**config.mk**
```make
export PLATFORM = sky130hd
export DESIGN_NAME = ip_address_text_validator_core_flat
export DESIGN_NICKNAME = d
export VERILOG_FILES = /design/src/ipatv_pkg.sv /design/src/ipatv_if.sv /design/src/ipatv_v4_parser.sv /design/src/ipatv_v6_parser.sv /design/src/ip_address_text_validator_core.sv /design/src/flat_wrapper.sv
export VERILOG_INCLUDE_DIRS = /design/src /design/src/src
export SDC_FILE = /design/constraint.sdc
export NUM_CORES = 1
export LEC_CHECK = 0
export CAP_MARGIN = 20
export CORE_ASPECT_RATIO = 1.5
export CORE_MARGIN = 2
export CORE_UTILIZATION = 59
export CTS_BUF_LIST = sky130_fd_sc_hd__clkbuf_4 sky130_fd_sc_hd__clkbuf_8
export DETAILED_ROUTE_END_ITERATION = 6
export DONT_BUFFER_PORTS = 1
export PLACE_DENSITY = 0.8
export SLEW_MARGIN = 20
export SYNTH_ARGS = -nofsm -noshare
export SYNTH_HDL_FRONTEND = slang
export SYNTH_SLANG_ARGS = --single-unit
export TNS_END_PERCENT = 5
```
**constraint.sdc**
```tcl
create_clock -name clk -period 2.6 [get_ports clk]
set_input_delay 0.52 -clock clk [delete_from_list [all_inputs] [get_ports clk]]
set_output_delay 0.52 -clock clk [all_outputs]
set_load 0.05 [all_outputs]
```
**src/ip_address_text_validator_core_assert.svh**
```systemverilog
// ----------------------------------------------------------------------------
// IP address text validator assertion macros
// Concurrent assertion wrappers, empty in synthesis.
// ----------------------------------------------------------------------------
`ifndef IP_ADDRESS_TEXT_VALIDATOR_CORE_ASSERT_SVH
`define IP_ADDRESS_TEXT_VALIDATOR_CORE_ASSERT_SVH

`ifndef SYNTHESIS
`define IPATV_ASSERT(lbl, clk, rst, prop) \
  lbl: assert property (@(posedge clk) disable iff (rst) prop) \
    else $error("ipatv assertion failed");
`define IPATV_ASSERT_ALWAYS(lbl, clk, prop) \
  lbl: assert property (@(posedge clk) prop) \
    else $error("ipatv assertion failed");
`else
`define IPATV_ASSERT(lbl, clk, rst, prop)
`define IPATV_ASSERT_ALWAYS(lbl, clk, prop)
`endif

`endif

```
**src/ipatv_pkg.sv**
```systemverilog
// ----------------------------------------------------------------------------
// IP address text validator package
// Character codes, limits, register indexes and the parser step controls.
// ----------------------------------------------------------------------------
package ipatv_pkg;

  localparam logic [7:0] CHAR_DOT   = 8'h2E;
  localparam logic [7:0] CHAR_COLON = 8'h3A;

  localparam logic [2:0] V4_LAST_PART  = 3'd3;
  localparam logic [2:0] V4_PARTS      = 3'd4;
  localparam logic [1:0] V4_MAX_DIGITS = 2'd3;
  localparam logic [9:0] V4_MAX_VALUE  = 10'd255;
  localparam logic [3:0] V6_LAST_PART  = 4'd7;
  localparam logic [3:0] V6_PARTS      = 4'd8;
  localparam logic [2:0] V6_MAX_DIGITS = 3'd4;

  localparam int unsigned CFG_INDEX_W = 2;
  localparam logic [CFG_INDEX_W-1:0] REG_ALLOW_V4 = 2'd0;
  localparam logic [CFG_INDEX_W-1:0] REG_ALLOW_V6 = 2'd1;

  typedef struct packed {
    logic       take;
    logic       clear;
    logic [7:0] ch;
  } ipatv_step_t;

  function automatic logic is_dec(input logic [7:0] c);
    return (c >= 8'h30) && (c <= 8'h39);
  endfunction

  function automatic logic is_hex(input logic [7:0] c);
    return is_dec(c) || ((c >= 8'h61) && (c <= 8'h66)) || ((c >= 8'h41) && (c <= 8'h46));
  endfunction

endpackage

```
**src/ipatv_if.sv**
```systemverilog
// ----------------------------------------------------------------------------
// IP address text validator channels
// Character request, verdict result and register write channels.
// ----------------------------------------------------------------------------
interface ipatv_in_if;
  logic       valid;
  logic       ready;
  logic [7:0] ch;
  logic       ch_present;
  logic       last;
  modport source (output valid, ch, ch_present, last, input ready);
  modport sink (input valid, ch, ch_present, last, output ready);
endinterface

interface ipatv_out_if;
  logic valid;
  logic ready;
  logic ip_valid;
  logic v6_form;
  modport source (output valid, ip_valid, v6_form, input ready);
  modport sink (input valid, ip_valid, v6_form, output ready);
endinterface

interface ipatv_cfg_if;
  logic       valid;
  logic       ready;
  logic [1:0] index;
  logic       data;
  modport source (output valid, index, data, input ready);
  modport sink (input valid, index, data, output ready);
endinterface

```
**src/ipatv_v4_parser.sv**
```systemverilog
// ----------------------------------------------------------------------------
// IPv4 dotted-decimal parser
// Tracks parts, digits and part value; reports the end-of-string verdict.
// ----------------------------------------------------------------------------
module ipatv_v4_parser (
  input  logic                  clk,
  input  logic                  rst,
  input  ipatv_pkg::ipatv_step_t step,
  output logic                  ok
);
  import ipatv_pkg::*;

  logic [2:0] parts, parts_next;
  logic [1:0] digits, digits_next;
  logic [9:0] value, value_next;
  logic       failed, failed_next;
  logic       prev_dot, prev_dot_next;

  always_comb begin
    parts_next    = parts;
    digits_next   = digits;
    value_next    = value;
    failed_next   = failed;
    prev_dot_next = prev_dot;
    if (step.take) begin
      prev_dot_next = (step.ch == CHAR_DOT);
      if (!failed) begin
        if (step.ch == CHAR_DOT) begin
          if ((digits == 2'd0) || (value > V4_MAX_VALUE)) begin
            failed_next = 1'b1;
          end else begin
            parts_next = parts + 3'd1;
            if (parts_next >= V4_PARTS) begin
              failed_next = 1'b1;
            end else begin
              digits_next = 2'd0;
              value_next  = 10'd0;
            end
          end
        end else if (is_dec(step.ch)) begin
          if (digits >= V4_MAX_DIGITS) begin
            failed_next = 1'b1;
          end else begin
            value_next  = 10'(value * 10'd10) + {6'd0, step.ch[3:0]};
            digits_next = digits + 2'd1;
          end
        end else begin
          failed_next = 1'b1;
        end
      end
    end
  end

  assign ok = !failed_next && !prev_dot_next && (digits_next != 2'd0) &&
              (value_next <= V4_MAX_VALUE) && (parts_next == V4_LAST_PART);

  always_ff @(posedge clk) begin
    if (rst || step.clear) begin
      parts    <= '0;
      digits   <= '0;
      value    <= '0;
      failed   <= 1'b0;
      prev_dot <= 1'b0;
    end else if (step.take) begin
      parts    <= parts_next;
      digits   <= digits_next;
      value    <= value_next;
      failed   <= failed_next;
      prev_dot <= prev_dot_next;
    end
  end

endmodule

```
**src/ipatv_v6_parser.sv**
```systemverilog
// ----------------------------------------------------------------------------
// IPv6 colon-hex parser
// Tracks parts, digits and the shorthand; reports the end-of-string verdict.
// ----------------------------------------------------------------------------
module ipatv_v6_parser (
  input  logic                  clk,
  input  logic                  rst,
  input  ipatv_pkg::ipatv_step_t step,
  output logic                  ok
);
  import ipatv_pkg::*;

  logic [3:0] parts, parts_next;
  logic [2:0] digits, digits_next;
  logic       shorthand, shorthand_next;
  logic       failed, failed_next;
  logic       prev_colon, prev_colon_next;
  logic       at_start, at_start_next;

  always_comb begin
    parts_next      = parts;
    digits_next     = digits;
    shorthand_next  = shorthand;
    failed_next     = failed;
    prev_colon_next = prev_colon;
    at_start_next   = at_start;
    if (step.take) begin
      prev_colon_next = (step.ch == CHAR_COLON);
      at_start_next   = 1'b0;
      if (!failed) begin
        if (step.ch == CHAR_COLON) begin
          if (!at_start && prev_colon && shorthand) begin
            failed_next = 1'b1;
          end else begin
            if (!at_start && prev_colon) begin
              shorthand_next = 1'b1;
            end
            parts_next = parts + 4'd1;
            if (parts_next >= V6_PARTS) begin
              failed_next = 1'b1;
            end else begin
              digits_next = 3'd0;
            end
          end
        end else if (is_hex(step.ch)) begin
          if (digits >= V6_MAX_DIGITS) begin
            failed_next = 1'b1;
          end else begin
            digits_next = digits + 3'd1;
          end
        end else begin
          failed_next = 1'b1;
        end
      end
    end
  end

  assign ok = !failed_next && !(!at_start_next && prev_colon_next) &&
              (shorthand_next ? (parts_next <= V6_LAST_PART) : (parts_next == V6_LAST_PART));

  always_ff @(posedge clk) begin
    if (rst || step.clear) begin
      parts      <= '0;
      digits     <= '0;
      shorthand  <= 1'b0;
      failed     <= 1'b0;
      prev_colon <= 1'b0;
      at_start   <= 1'b1;
    end else if (step.take) begin
      parts      <= parts_next;
      digits     <= digits_next;
      shorthand  <= shorthand_next;
      failed     <= failed_next;
      prev_colon <= prev_colon_next;
      at_start   <= at_start_next;
    end
  end

endmodule

```
**src/ip_address_text_validator_core.sv**
```systemverilog
// ----------------------------------------------------------------------------
// IP address text validator core
// Checks IPv4 dotted-decimal or IPv6 colon-hex text, one character a request.
//
// chars takes one request per character: ch, ch_present and last. A request
// with ch_present low and last low is dropped; last gives one verdict on
// verdict (ip_valid, v6_form) and clears the parse state. Both parsers see
// every character; a colon anywhere selects the IPv6 verdict.
// cfg writes allow_v4 (index 0) and allow_v6 (index 1); it is always ready
// and other indexes are ignored. Write it only while idle.
// A request enters the input register when it is accepted; a last request's
// verdict is registered as that request leaves the input register.
// Throughput: one request per cycle, set by the single input register and
// the single verdict register. A verdict stalled on verdict.ready holds the
// input register only when it also carries last; other characters flow on.
// Reset: synchronous; parse state cleared, both forms allowed, no verdict.
// ----------------------------------------------------------------------------
`include "ip_address_text_validator_core_assert.svh"

module ip_address_text_validator_core (
  input logic        clk,
  input logic        rst,
  ipatv_in_if.sink   chars,
  ipatv_out_if.source verdict,
  ipatv_cfg_if.sink  cfg
);
  import ipatv_pkg::*;

  logic        allow_v4;
  logic        allow_v6;
  logic        s1_valid;
  logic [7:0]  s1_ch;
  logic        s1_present;
  logic        s1_last;
  logic        s1_adv;
  logic        colon_seen, colon_seen_next;
  logic        o_valid;
  logic        o_ip_valid;
  logic        o_v6_form;
  logic        v4_ok;
  logic        v6_ok;
  ipatv_step_t step;

  assign cfg.ready = 1'b1;

  always_ff @(posedge clk) begin
    if (rst) begin
      allow_v4 <= 1'b1;
      allow_v6 <= 1'b1;
    end else if (cfg.valid) begin
      if (cfg.index == REG_ALLOW_V4) begin
        allow_v4 <= cfg.data;
      end else if (cfg.index == REG_ALLOW_V6) begin
        allow_v6 <= cfg.data;
      end
    end
  end

  assign s1_adv      = s1_valid && (!s1_last || !o_valid || verdict.ready);
  assign chars.ready = !s1_valid || s1_adv;

  always_ff @(posedge clk) begin
    if (rst) begin
      s1_valid <= 1'b0;
    end else if (chars.ready) begin
      s1_valid <= chars.valid;
    end
  end

  always_ff @(posedge clk) begin
    if (chars.ready && chars.valid) begin
      s1_ch      <= chars.ch;
      s1_present <= chars.ch_present;
      s1_last    <= chars.last;
    end
  end

  assign step.take  = s1_adv && s1_present;
  assign step.clear = s1_adv && s1_last;
  assign step.ch    = s1_ch;

  ipatv_v4_parser u_v4 (
    .clk  (clk),
    .rst  (rst),
    .step (step),
    .ok   (v4_ok)
  );

  ipatv_v6_parser u_v6 (
    .clk  (clk),
    .rst  (rst),
    .step (step),
    .ok   (v6_ok)
  );

  assign colon_seen_next = colon_seen || (step.take && (s1_ch == CHAR_COLON));

  always_ff @(posedge clk) begin
    if (rst || step.clear) begin
      colon_seen <= 1'b0;
    end else begin
      colon_seen <= colon_seen_next;
    end
  end

  always_ff @(posedge clk) begin
    if (rst) begin
      o_valid <= 1'b0;
    end else if (step.clear) begin
      o_valid <= 1'b1;
    end else if (verdict.ready) begin
      o_valid <= 1'b0;
    end
  end

  always_ff @(posedge clk) begin
    if (step.clear) begin
      o_v6_form  <= colon_seen_next;
      o_ip_valid <= colon_seen_next ? (allow_v6 && v6_ok) : (allow_v4 && v4_ok);
    end
  end

  assign verdict.valid    = o_valid;
  assign verdict.ip_valid = o_ip_valid;
  assign verdict.v6_form  = o_v6_form;

  `IPATV_ASSERT_ALWAYS(a_no_verdict_after_reset, clk, $past(rst) |-> !o_valid)
  `IPATV_ASSERT(a_verdict_from_last, clk, rst, $rose(o_valid) |-> $past(step.clear))
  `IPATV_ASSERT(a_form_follows_colon, clk, rst, step.clear |=> (o_v6_form == $past(colon_seen_next)))
  `IPATV_ASSERT(a_held_stage_blocks, clk, rst, (s1_valid && !s1_adv) |-> !chars.ready)

endmodule
```
**src/flat_wrapper.sv**
```systemverilog
// flat-port wrapper written by rule: the top's interface ports become plain ports
module ip_address_text_validator_core_flat import ipatv_pkg::*;
  (clk, rst, chars_valid, chars_ch, chars_ch_present, chars_last, chars_ready, verdict_valid, verdict_ip_valid, verdict_v6_form, verdict_ready, cfg_valid, cfg_index, cfg_data, cfg_ready);
  ipatv_in_if chars_i ();
  ipatv_out_if verdict_i ();
  ipatv_cfg_if cfg_i ();
  input logic clk;
  input logic rst;
  input wire logic [$bits(chars_i.valid)-1:0] chars_valid;
  input wire logic [$bits(chars_i.ch)-1:0] chars_ch;
  input wire logic [$bits(chars_i.ch_present)-1:0] chars_ch_present;
  input wire logic [$bits(chars_i.last)-1:0] chars_last;
  output wire logic [$bits(chars_i.ready)-1:0] chars_ready;
  output wire logic [$bits(verdict_i.valid)-1:0] verdict_valid;
  output wire logic [$bits(verdict_i.ip_valid)-1:0] verdict_ip_valid;
  output wire logic [$bits(verdict_i.v6_form)-1:0] verdict_v6_form;
  input wire logic [$bits(verdict_i.ready)-1:0] verdict_ready;
  input wire logic [$bits(cfg_i.valid)-1:0] cfg_valid;
  input wire logic [$bits(cfg_i.index)-1:0] cfg_index;
  input wire logic [$bits(cfg_i.data)-1:0] cfg_data;
  output wire logic [$bits(cfg_i.ready)-1:0] cfg_ready;
  assign chars_i.valid = chars_valid;
  assign chars_i.ch = chars_ch;
  assign chars_i.ch_present = chars_ch_present;
  assign chars_i.last = chars_last;
  assign chars_ready = chars_i.ready;
  assign verdict_valid = verdict_i.valid;
  assign verdict_ip_valid = verdict_i.ip_valid;
  assign verdict_v6_form = verdict_i.v6_form;
  assign verdict_i.ready = verdict_ready;
  assign cfg_i.valid = cfg_valid;
  assign cfg_i.index = cfg_index;
  assign cfg_i.data = cfg_data;
  assign cfg_ready = cfg_i.ready;
  ip_address_text_validator_core u_core (.clk(clk), .rst(rst), .chars(chars_i), .verdict(verdict_i), .cfg(cfg_i));
endmodule
```
==> run_results.csv, run 1 <==
group,metric,value,unit
outcome,status,"complete, no violations",
worst_hold_path,hold_path_end,"u_core.verdict.valid",
global_routing,grt_pass1_vias,1955,
synth,synth.top_cell.area_share,26.01,%
synth,postSynthCellCount,261,
sta,setup_violations,0,
worst_setup_path,start_kind,"flop",
final_layout,nFillCells,345,
synth,netlist_top_cells_count,"dfxtp_1, nor2_1, nand2_1",
clock_network,cts.sinks,45,
worst_setup_path,r2r_start,"u_core.u_v4.value[3]",
synth,synth.largest_area_cell,"dfxtp_1",
synth,ys_types,55,
routing,route.met3.wl,111,um
global_routing,grtUsageTotal,22.07,%
worst_setup_path,worst-r2r-setup-slack,110,ps
worst_hold_path,min-delay-start,"rst",
sta,hold_violations,0,
final_layout,layout-drive-gt1-share,14.55,%
final_layout,nets,312,
synth,ys_top_cells_by_area,"dfxtp_1, edfxtp_1, ha_1",
synth,synth_warnings,0,
sta,min_period,2493,ps
worst_hold_path,min_delay_path_depth,1,
worst_setup_path,crit_chain,"buf_4 > ha_1 > ha_4 > or2_2 > a21oi_1 > nor4_1 > xnor2_1 > a21oi_1 > o31ai_1",
floorplanning,die_x,57.57,um
placement,place_inst,313,
floorplanning,die_area,4857,um^2
worst_setup_path,critical_path_class,"reg2reg",
worst_setup_path,cp_slowest_stage_delay,340,ps
worst_hold_path,hold_class,"in2reg",
worst_setup_path,crit_fanout,4,
clock_network,cts.reportedPaths.clkPinSlew,80,ps
floorplanning,initial_core_util,60.87,%
placement,io_buffers,0,
global_routing,grt_max_degree,17,
synth,syn_area_per_cell,9.732,um^2
placement,dpl.hpwl,3903,um
global_routing,grt_overflow,0,
synth,yosysSeqAreaShare,40.20,%
worst_setup_path,arrival,2620,ps
clock_network,post_cts.repair.setup_buffers,0,
worst_setup_path,cp_slowest_cell,"dfxtp_2",
pwr,power_density,457.0,nW/um^2
pwr,peakVddDrop,0.4577,mV
synth,netlist_area,2540,um^2
floorplanning,core-area,4173,um^2
final_layout,stdcell_count,321,
routing,dr.pass1.iters,4,
sta,finalCritPeriodShare,95.87,%
clock_network,clock_latency,290,ps
sta,worstMarginPinSlew,683.3,ps
global_routing,grt_antenna_before_repair,0,
worst_setup_path,crit_required,2720,ps
routing,highest_layer,"met4",
sta,maxSlewViolCount,0,
routing,wl_met1,1866,um
clock_network,numCtsBuffers,5,
sta,max_freq,0.4012,GHz
synth,ys.flop_type,"dfxtp_1",
sta,setup_slack,107.4,ps
routing,vias_per_cell,6.022,
final_layout,final_cell_area,2825,um^2
floorplanning,io_pins,23,
synth,synth-edff-count,12,
floorplanning,floorplan.rows,29,
final_layout,final_core_util,67.71,%
sta,fin_skew,8.263,ps
placement,pre_cts_ws,-65.67,ps
floorplanning,die_y,84.36,um
worst_setup_path,rr_worst_depth,9,
clock_network,cts_tree,"yes",
clock_network,cts_root_buf,"clkbuf_8",
final_layout,area_growth,11.23,%
synth,postSynth.asyncResetShare,0,%
placement,placed_area,2661,um^2
sta,maxSlewHeadroom,54.02,%
routing,wl_met2,2782,um
routing,antenna_left,0,
sta,timing.hold.ws,284.2,ps
placement,place_congestion,0.8388,
sta,rsz0062_at_grt,"yes",
routing,post_drt_wl_per_cell,15.11,um
clock_network,cts.htree.levels,2,
routing,drt_iter0_markers,42,
worst_setup_path,worstReg2RegEnd,"u_core.verdict.ip_valid",
final_layout,n_antenna_cell,0,
clock_network,cts_buffer_depth,2,
routing,drcViolationCount,0,
worst_setup_path,crit_path_frequent_cell,"a21oi_1",
synth,synth-seq-cells,45,
global_routing,grt_pass1_wl,8466,um
synth,syn-num-nets,299,
pwr,p_leak,1.141,nW
worst_setup_path,cp-end-kind,"flop",
job,max_cap_violations,0,
routing,vias,1933,
routing,drt-total-wl,4851,um
-- cell usage in the layout (no fill, tap or decap), types with 3 or more instances in the layout --
cell      synthesis  final
a22oi_1           3      3
dfxtp_2           0      3
a31oi_1           4      4
or3_1             3      3
and3b_1           3      3
nor2b_1           5      5
xnor2_1           9      9
a21o_1            4      4
nand3b_1          3      3
nor4_1            3      3
nor2_1           33     33
o21ai_0           9      8
nand4_1           5      5
and2_1            4      4
buf_4             2     11
inv_1             5      5
a211oi_1          5      4
nor3_1            3      3
edfxtp_1         12     12
a21oi_1          12     12
nand2_1          20     20
xor2_1            7      7
ha_1             18     14
dfxtp_1          33     30
ha_4              0      3
clkbuf_8          0      7
o21bai_1          3      3
mux2i_1           7      7
nand3_1           8      8
-- sequential cells by signal, summed over array words and instances (netlist names), 2 cells and up --
signal,count
u_core.u_v4.value,10
u_core.s1_ch,8
u_core.u_v6.parts,4
u_core.u_v4.parts,3
u_core.u_v6.digits,3
u_core.u_v4.digits,2
-- power breakdown --
group	total (W)	switching, W	internal (W)
Clock	0.000472	0.000227	0.000245
Combinational	0.0000680	0.0000425	0.0000254
Sequential	0.000751	0.0000161	0.000735
Total	0.00129	0.000286	0.00101
-- routing by layer --
metal | global-route usage (%) | vias to the layer above
met5 | 0 | -
met4 | 7.188 | 0
met3 | 4.160 | 11
met2 | 42.05 | 26
met1 | 23.41 | 921
li1 | - | 975
-- worst max path at each step --
stage	from	endpoint	slack (ps)	depth (start not counted)
after floorplan	u_core.u_v4.value[1]	u_core.verdict.ip_valid	40	9
after detailed placement	u_core.u_v4.value[3]	u_core.verdict.ip_valid	-70	9
after global routing	u_core.u_v4.value[1]	u_core.verdict.ip_valid	-40	9
after CTS	u_core.u_v4.value[1]	u_core.verdict.ip_valid	-3	9
after global placement	u_core.u_v4.value[1]	u_core.verdict.ip_valid	0.8	9
final	u_core.u_v4.value[3]	u_core.verdict.ip_valid	110	9
-- timing repair --
action / CTS / global route
endpoints found under the setup margin: 1 / 2
pin swaps: 6 / 5
resized for setup: 7 / 4
hold buffers: 0 / 0
-- cells by family (layout without fill, tap and decap cells) --
kind of cell / after synthesis / after routing / synth area share [%]
mux: 8 / 8 / 3.202
compound gates: 51 / 51 / 13.15
other cells: 1 / 1 / 0.1476
buf+inv: 10 / 24 / 1.822
flops: 45 / 45 / 40.20
fa+ha+maj: 20 / 20 / 10.44
simple gates: 107 / 107 / 22.91
xor+xnor: 19 / 19 / 8.129
-- cell type report --
type                    count  area, um^2  area share (%)
clock buffers               7       96.34           3.410
clock inverters             1       8.758          0.3100
inverters                   5       18.77          0.6643
multi-input cells         206        1536           54.38
flip-flops and latches     45        1025           36.27
well taps                  46       57.56           2.037
repair buffers             11       82.58           2.923
-- metrics by stage --
stage               total power (W)  TNS [ps]
detailed placement        0.0008346    -65.67
finish                     0.001291         0
floorplan                 0.0008176         0
global placement          0.0008325         0
CTS                        0.001304    -2.836
global route               0.001341    -42.10
-- critical path, delay by kind of cell (launching register included) --
| kind | cells | cell delay (ps) |
|---|---|---|
| AO/OA/AOI/OAI | 3 | 660 |
| XOR/XNOR | 1 | 180 |
| adder cells (fa/ha/maj) | 2 | 600 |
| buffers and inverters | 1 | 130 |
| flip-flops | 1 | 340 |
| AND/OR/NAND/NOR | 2 | 410 |
(Power assumes the default switching activity.)
==> run 2, diff against run 1 <==
==> constraint.sdc (replaced) <==
create_clock -name clk -period 2.6 [get_ports clk]
set_input_delay 0.13 -clock clk [delete_from_list [all_inputs] [get_ports clk]]
set_output_delay 0.13 -clock clk [all_outputs]
set_load 0.05 [all_outputs]
==> run 2 against run 1 <==
Effect of this change: cell count rose by 4.7%; global-route usage rose by 1.5 points; combinational power rose by 24%; critical path type unchanged; flip-flop and latch count did not move; critical path depth rose by 1; sequential power barely moved; largest power group unchanged; first-iteration DRC count rose by 71%; highest routed layer unchanged.
==> run_results.csv, run 2 (same netlist as run 1, synthesis figures left out) <==
group,metric,value,unit
sta,setup_violations,0,
floorplanning,die_x,57.57,um
sta,fin_skew,8.510,ps
floorplanning,die_y,84.36,um
sta,maxSlewHeadroom,48.99,%
worst_setup_path,cp_slowest_stage_delay,390,ps
worst_setup_path,crit_required,2650,ps
worst_hold_path,hold_class,"in2reg",
clock_network,cts.reportedPaths.clkPinSlew,80,ps
clock_network,cts.htree.levels,2,
placement,io_buffers,0,
routing,vias_per_cell,5.994,
routing,drcViolationCount,0,
global_routing,grt_pass1_wl,8976,um
global_routing,met2_usage,43.18,%
job,max_cap_violations,0,
placement,place_inst,314,
floorplanning,io_pins,23,
global_routing,top_usage_layer,"met2",
floorplanning,core-area,4173,um^2
pwr,power_density,430.1,nW/um^2
global_routing,grt_max_degree,17,
final_layout,n_antenna_cell,0,
final_layout,layout_commonest_cell,"nor2_1",
pwr,p_leak,1.198,nW
final_layout,reg_top3,"u_core.u_v4.value: 10 flops, u_core.s1_ch: 8 flops, u_core.u_v6.parts: 4 flops",
clock_network,cts_root_buf,"clkbuf_8",
pwr,peakVddDrop,0.4873,mV
placement,placed_area,2669,um^2
routing,antenna_left,0,
worst_setup_path,crit_chain,"buf_4 > ha_1 > ha_2 > a211oi_2 > buf_4 > o21bai_1 > nor4b_4 > xnor3_1 > a21oi_2 > o31ai_2",
routing,vias,2014,
sta,maxSlewViolCount,0,
final_layout,final_cell_mix,"nor2_1, dfxtp_1, nand2_1, ha_1",
pwr,combinationalPowerShare,6.7,%
final_layout,regMostFlops,"u_core.u_v4.value",
worst_setup_path,cp_slowest_cell,"ha_2",
clock_network,cts.sinks,45,
sta,min_period,2545,ps
floorplanning,initial_core_util,60.87,%
pwr,switchingPower,0.0002858,W
worst_setup_path,crit_path_frequent_cell,"buf_4",
sta,worstMarginPinSlew,758.2,ps
routing,dr.pass1.iters,4,
global_routing,grt_pass1_vias,2111,
sta,hold_violations,0,
clock_network,clock_latency,300,ps
sta,rsz0062_at_grt,"yes",
sta,finalCritPeriodShare,97.90,%
routing,drt-total-wl,5138,um
worst_setup_path,critical_path_class,"reg2reg",
global_routing,grtUsageMet3,3.082,%
floorplanning,die_area,4857,um^2
final_layout,stdcell_count,336,
global_routing,use_met1,24.30,%
pwr,pwr-share-seq,59.2,%
floorplanning,floorplan.rows,29,
outcome,status,"complete, no violations",
clock_network,cts_tree,"yes",
placement,dpl.hpwl,3855,um
routing,drt_iter0_markers,72,
global_routing,grt_overflow,0,
placement,place_congestion,0.8509,
pwr,intPower,0.0009842,W
clock_network,cts_buffer_depth,2,
worst_setup_path,cp-end-kind,"flop",
final_layout,largest_reg_flops,10,
final_layout,area_growth,16.26,%
worst_setup_path,crit_fanout,4,
worst_setup_path,arrival,2600,ps
global_routing,grt_antenna_before_repair,0,
pwr,clkPwrFrac,34.1,%
final_layout,nets,327,
global_routing,grtUsageTotal,23.55,%
final_layout,layout-drive-gt1-share,15.52,%
clock_network,numCtsBuffers,5,
worst_setup_path,start_kind,"flop",
pwr,swShare,22.50,%
final_layout,final_cell_area,2953,um^2
routing,post_drt_wl_per_cell,15.29,um
sta,max_freq,0.3929,GHz
run 2: cell count changes in the layout (fill, tap and decap cells not counted), moves of 2 or more:
cell and delta:
clkbuf_8 -2, buf_4 +2, dlygate4sd3_1 +13, clkbuf_4 +2
a211oi_2 +2
run 2: cell type report:
type | instances | area (um^2)
Multi-Input combinational cell | 206 | 1533
Clock inverter | 1 | 7.507
Tap cell | 46 | 57.56
Sequential cell | 45 | 1025
Clock buffer | 7 | 83.83
Timing Repair Buffer | 26 | 227.7
Fill cell | 336 | 1220
Inverter | 5 | 18.77
run 2: power by group through the flow:
| stage | sequential, W | combinational, W | clock, W |
|---|---|---|---|
| 4_1_cts | 0.000752 | 0.0000842 | 0.000445 |
| 2_1_floorplan | 0.000766 | 0.0000511 | 0 |
| 3_3_place_gp | 0.000767 | 0.0000658 | 0 |
| 5_1_grt | 0.000755 | 0.0000929 | 0.000470 |
| 6_report | 0.000752 | 0.0000845 | 0.000433 |
| 3_5_place_dp | 0.000768 | 0.0000670 | 0 |
run 2: worst max-delay path: cells and delay by family, from the launching register on:
kind	cells	cell delay [ps]
simple gates	1	230
flops	1	340
xor+xnor	1	260
buf+inv	2	290
compound gates	4	510
fa+ha+maj	2	680
run 2: path summary, 6_finish.rpt:
kind / startpoint / to / slack [ps] / cells past startpoint
setup / recovery: u_core.u_v4.value[3] / u_core.verdict.ip_valid / 50 / 10
hold / removal: rst / u_core.u_v6.at_start / 20 / 2
setup reg to reg: u_core.u_v4.value[3] / u_core.verdict.ip_valid / 50 / 10
hold reg to reg: u_core.u_v6.at_start / u_core.u_v6.at_start / 460 / 2
run 2: per-stage QoR:
step           setup TNS (ps)  power (W)  util [%]  hold slack, ps  worst slack (ps)
3_5_place_dp           -72.18  0.0008349     63.96           206.6            -72.18
6_report                    0   0.001270     70.76           19.23             54.52
4_1_cts                     0   0.001281     70.28           15.07           0.02154
2_1_floorplan               0  0.0008176         -           199.1             42.73
5_1_grt                -80.11   0.001318     70.76           29.67            -80.11
3_3_place_gp          -0.1221  0.0008326     63.96           204.4           -0.1221
run 2: routing by layer:
metal  up-vias  routed length [um]
met4         0                 156
met3        15                 123
met1       967                1946
met2        29                2912
li1       1003                   -
met5         -                   0
run 2: repair_timing:
action / CTS / global route
resized for setup: 8 / 4
endpoints found under the setup margin: 1 / 2
hold buffers: 13 / 0
endpoints found under the hold margin: 14 / 0
buffers inserted: 1 / 0
pin swaps: 7 / 2
gates cloned: 0 / 0
==> run 3, diff against run 2 <==
--- a/config.mk
+++ b/config.mk
@@ -7,13 +7,12 @@
 export NUM_CORES = 1
 export LEC_CHECK = 0
 export CAP_MARGIN = 20
-export CORE_ASPECT_RATIO = 1.5
 export CORE_MARGIN = 2
-export CORE_UTILIZATION = 59
-export CTS_BUF_LIST = sky130_fd_sc_hd__clkbuf_4 sky130_fd_sc_hd__clkbuf_8
+export CORE_UTILIZATION = 57
+export CTS_BUF_LIST = sky130_fd_sc_hd__clkbuf_4 sky130_fd_sc_hd__clkbuf_8 sky130_fd_sc_hd__clkbuf_16
 export DETAILED_ROUTE_END_ITERATION = 6
 export DONT_BUFFER_PORTS = 1
-export PLACE_DENSITY = 0.8
+export PLACE_DENSITY = 0.77
 export SLEW_MARGIN = 20
 export SYNTH_ARGS = -nofsm -noshare
 export SYNTH_HDL_FRONTEND = slang
==> run 3 against run 2 <==
Effect of this change: highest routed layer unchanged; utilization is 2.2 points lower; register-to-register slack improved by 20 ps; worst setup slack improved by 21 ps; sequential share of layout area down 0.10 points; design area is 0.42% higher; fmax rose by 0.82%; non-clock buffer count down 2.
==> run_results.csv, run 3 (same netlist as run 1, synthesis figures left out) <==
group,metric,value,unit
placement,place_congestion,0.8026,
floorplanning,die_area,5006,um^2
routing,drt-total-wl,4929,um
final_layout,reg_top3,"u_core.u_v4.value: 10 flops, u_core.s1_ch: 8 flops, u_core.u_v6.parts: 4 flops",
routing,vias,1964,
routing,antenna_left,0,
worst_setup_path,crit_fanout,5,
final_layout,nets,325,
global_routing,met2_usage,34.06,%
worst_setup_path,r2r_start,"u_core.u_v4.value[3]",
final_layout,final_core_util,68.58,%
job,max_cap_violations,0,
global_routing,grt_overflow,0,
floorplanning,initial_core_util,58.74,%
pwr,pwr-share-seq,59.4,%
clock_network,clock_latency,300,ps
worst_setup_path,crit_path_frequent_cell,"buf_4",
worst_setup_path,rr_worst_depth,10,
clock_network,cts_tree,"yes",
routing,post_drt_wl_per_cell,14.54,um
global_routing,grtUsageMet3,3.846,%
sta,fin_skew,11.05,ps
final_layout,regMostFlops,"u_core.u_v4.value",
sta,min_period,2525,ps
placement,dpl.hpwl,3622,um
worst_hold_path,hold_class,"in2reg",
worst_setup_path,critical_path_class,"reg2reg",
sta,maxSlewViolCount,0,
final_layout,layout_commonest_cell,"nor2_1",
routing,drt_iter0_markers,84,
final_layout,final_cell_mix,"nor2_1, dfxtp_1, nand2_1, ha_1, dlygate4sd3_1",
routing,drcViolationCount,0,
clock_network,cts.reportedPaths.clkPinSlew,90,ps
sta,setup_tns,0,ps
routing,dr.pass1.iters,4,
worst_setup_path,crit_required,2660,ps
pwr,clkPwrFrac,33.9,%
final_layout,stdcell_count,339,
pwr,combinationalPowerShare,6.7,%
sta,finalCritPeriodShare,97.11,%
global_routing,grt_pass1_wl,8369,um
worst_setup_path,worstReg2RegEnd,"u_core.verdict.ip_valid",
pwr,swShare,23.37,%
global_routing,top_usage_layer,"met2",
placement,place_inst,318,
worst_hold_path,min_delay_path_depth,2,
final_layout,n_antenna_cell,0,
worst_setup_path,crit_chain,"buf_4 > ha_1 > ha_4 > a211oi_1 > buf_4 > o21bai_1 > a21oi_1 > xnor3_1 > a21oi_2 > o31ai_2",
placement,io_buffers,0,
global_routing,use_met1,27.50,%
pwr,total_power,0.001265,W
worst_setup_path,startpoint,"u_core.u_v4.value[3]",
final_layout,area_growth,16.75,%
floorplanning,io_pins,23,
outcome,status,"complete, no violations",
pwr,power_density,426.6,nW/um^2
floorplanning,die_y,70.76,um
worst_setup_path,start_kind,"flop",
worst_setup_path,cp_slowest_cell,"xnor3_1",
floorplanning,floorplan.rows,24,
pwr,switchingPower,0.0002957,W
pwr,peakVddDrop,0.3987,mV
placement,placed_area,2661,um^2
final_layout,layout-drive-gt1-share,15.33,%
clock_network,cts.sinks,45,
global_routing,grt_antenna_before_repair,0,
floorplanning,die_x,70.76,um
worst_hold_path,min-delay-start,"rst",
sta,worstMarginPinSlew,684.4,ps
global_routing,grt_max_degree,17,
clock_network,numCtsBuffers,5,
floorplanning,core-area,4324,um^2
sta,hold_violations,0,
pwr,intPower,0.0009694,W
final_layout,largest_reg_flops,10,
sta,max_freq,0.3961,GHz
pwr,p_leak,1.193,nW
global_routing,grtUsageTotal,20.68,%
sta,maxSlewHeadroom,53.95,%
worst_setup_path,cp_slowest_stage_delay,420,ps
sta,setup_violations,0,
clock_network,cts_buffer_depth,2,
worst_setup_path,worst-r2r-setup-slack,80,ps
worst_setup_path,arrival,2580,ps
global_routing,grt_pass1_vias,1858,
worst_setup_path,cp-end-kind,"flop",
routing,vias_per_cell,5.794,
clock_network,cts.htree.levels,2,
clock_network,cts_root_buf,"clkbuf_8",
final_layout,final_cell_area,2965,um^2
worst_hold_path,hold_path_end,"u_core.u_v6.at_start",
-- run 3: timing repair --
action / CTS / global route
buffers inserted: 0 / 1
hold buffers: 13 / 0
gates resized for setup: 3 / 12
endpoints found under the hold margin: 14 / 0
setup endpoints to repair: 1 / 2
cloned: 0 / 0
pin swaps: 7 / 7
-- run 3: cell type report --
| type | instances | area (um^2) |
|---|---|---|
| clock buffers | 6 | 76.32 |
| multi-input cells | 206 | 1558 |
| fillers | 350 | 1359 |
| repair buffers | 24 | 212.7 |
| inverters | 5 | 18.77 |
| clock inverters | 1 | 8.758 |
| well taps | 52 | 65.06 |
| flip-flops and latches | 45 | 1026 |
-- run 3: per-layer routing --
metal  part of all wire [%]  vias up
li1                       -     1004
met1                     47      917
met2                     49       34
met3                    3.1        9
met4                    1.5        0
met5                      0        -
-- run 3: through the flow --
stage | hold WS, ps | setup WS (ps)
2_1_floorplan | 199.1 | 42.73
3_3_place_gp | 204.3 | 24.07
3_5_place_dp | 205.5 | -52.74
4_1_cts | 14.40 | 7.558
5_1_grt | 29.28 | -5.030
6_report | 13.65 | 75.16
-- run 3: critical path, delay by kind of cell, from the launching register on --
kind	cells	cell delay, ps
AO/OA/AOI/OAI	5	710
XOR/XNOR	1	420
adder cells (fa/ha/maj)	2	520
buffers and inverters	2	300
flip-flops	1	340
-- run 3: power by group through the flow --
| stage | clock network [W] | logic (W) | registers [W] |
|---|---|---|---|
| global placement | 0 | 0.0000649 | 0.000767 |
| detailed placement | 0 | 0.0000654 | 0.000768 |
| floorplan | 0 | 0.0000511 | 0.000766 |
| finish | 0.000429 | 0.0000844 | 0.000752 |
| global route | 0.000457 | 0.0000929 | 0.000755 |
| CTS | 0.000435 | 0.0000818 | 0.000752 |
-- run 3: how the worst max path moves through the flow --
stage / endpoint / cells past startpoint / slack (ps)
after floorplan: u_core.verdict.ip_valid / 9 / 40
after global placement: u_core.verdict.ip_valid / 9 / 20
after detailed placement: u_core.verdict.ip_valid / 9 / -50
after CTS: u_core.verdict.ip_valid / 9 / 8
after global routing: u_core.verdict.ip_valid / 9 / -5
final: u_core.verdict.ip_valid / 10 / 80
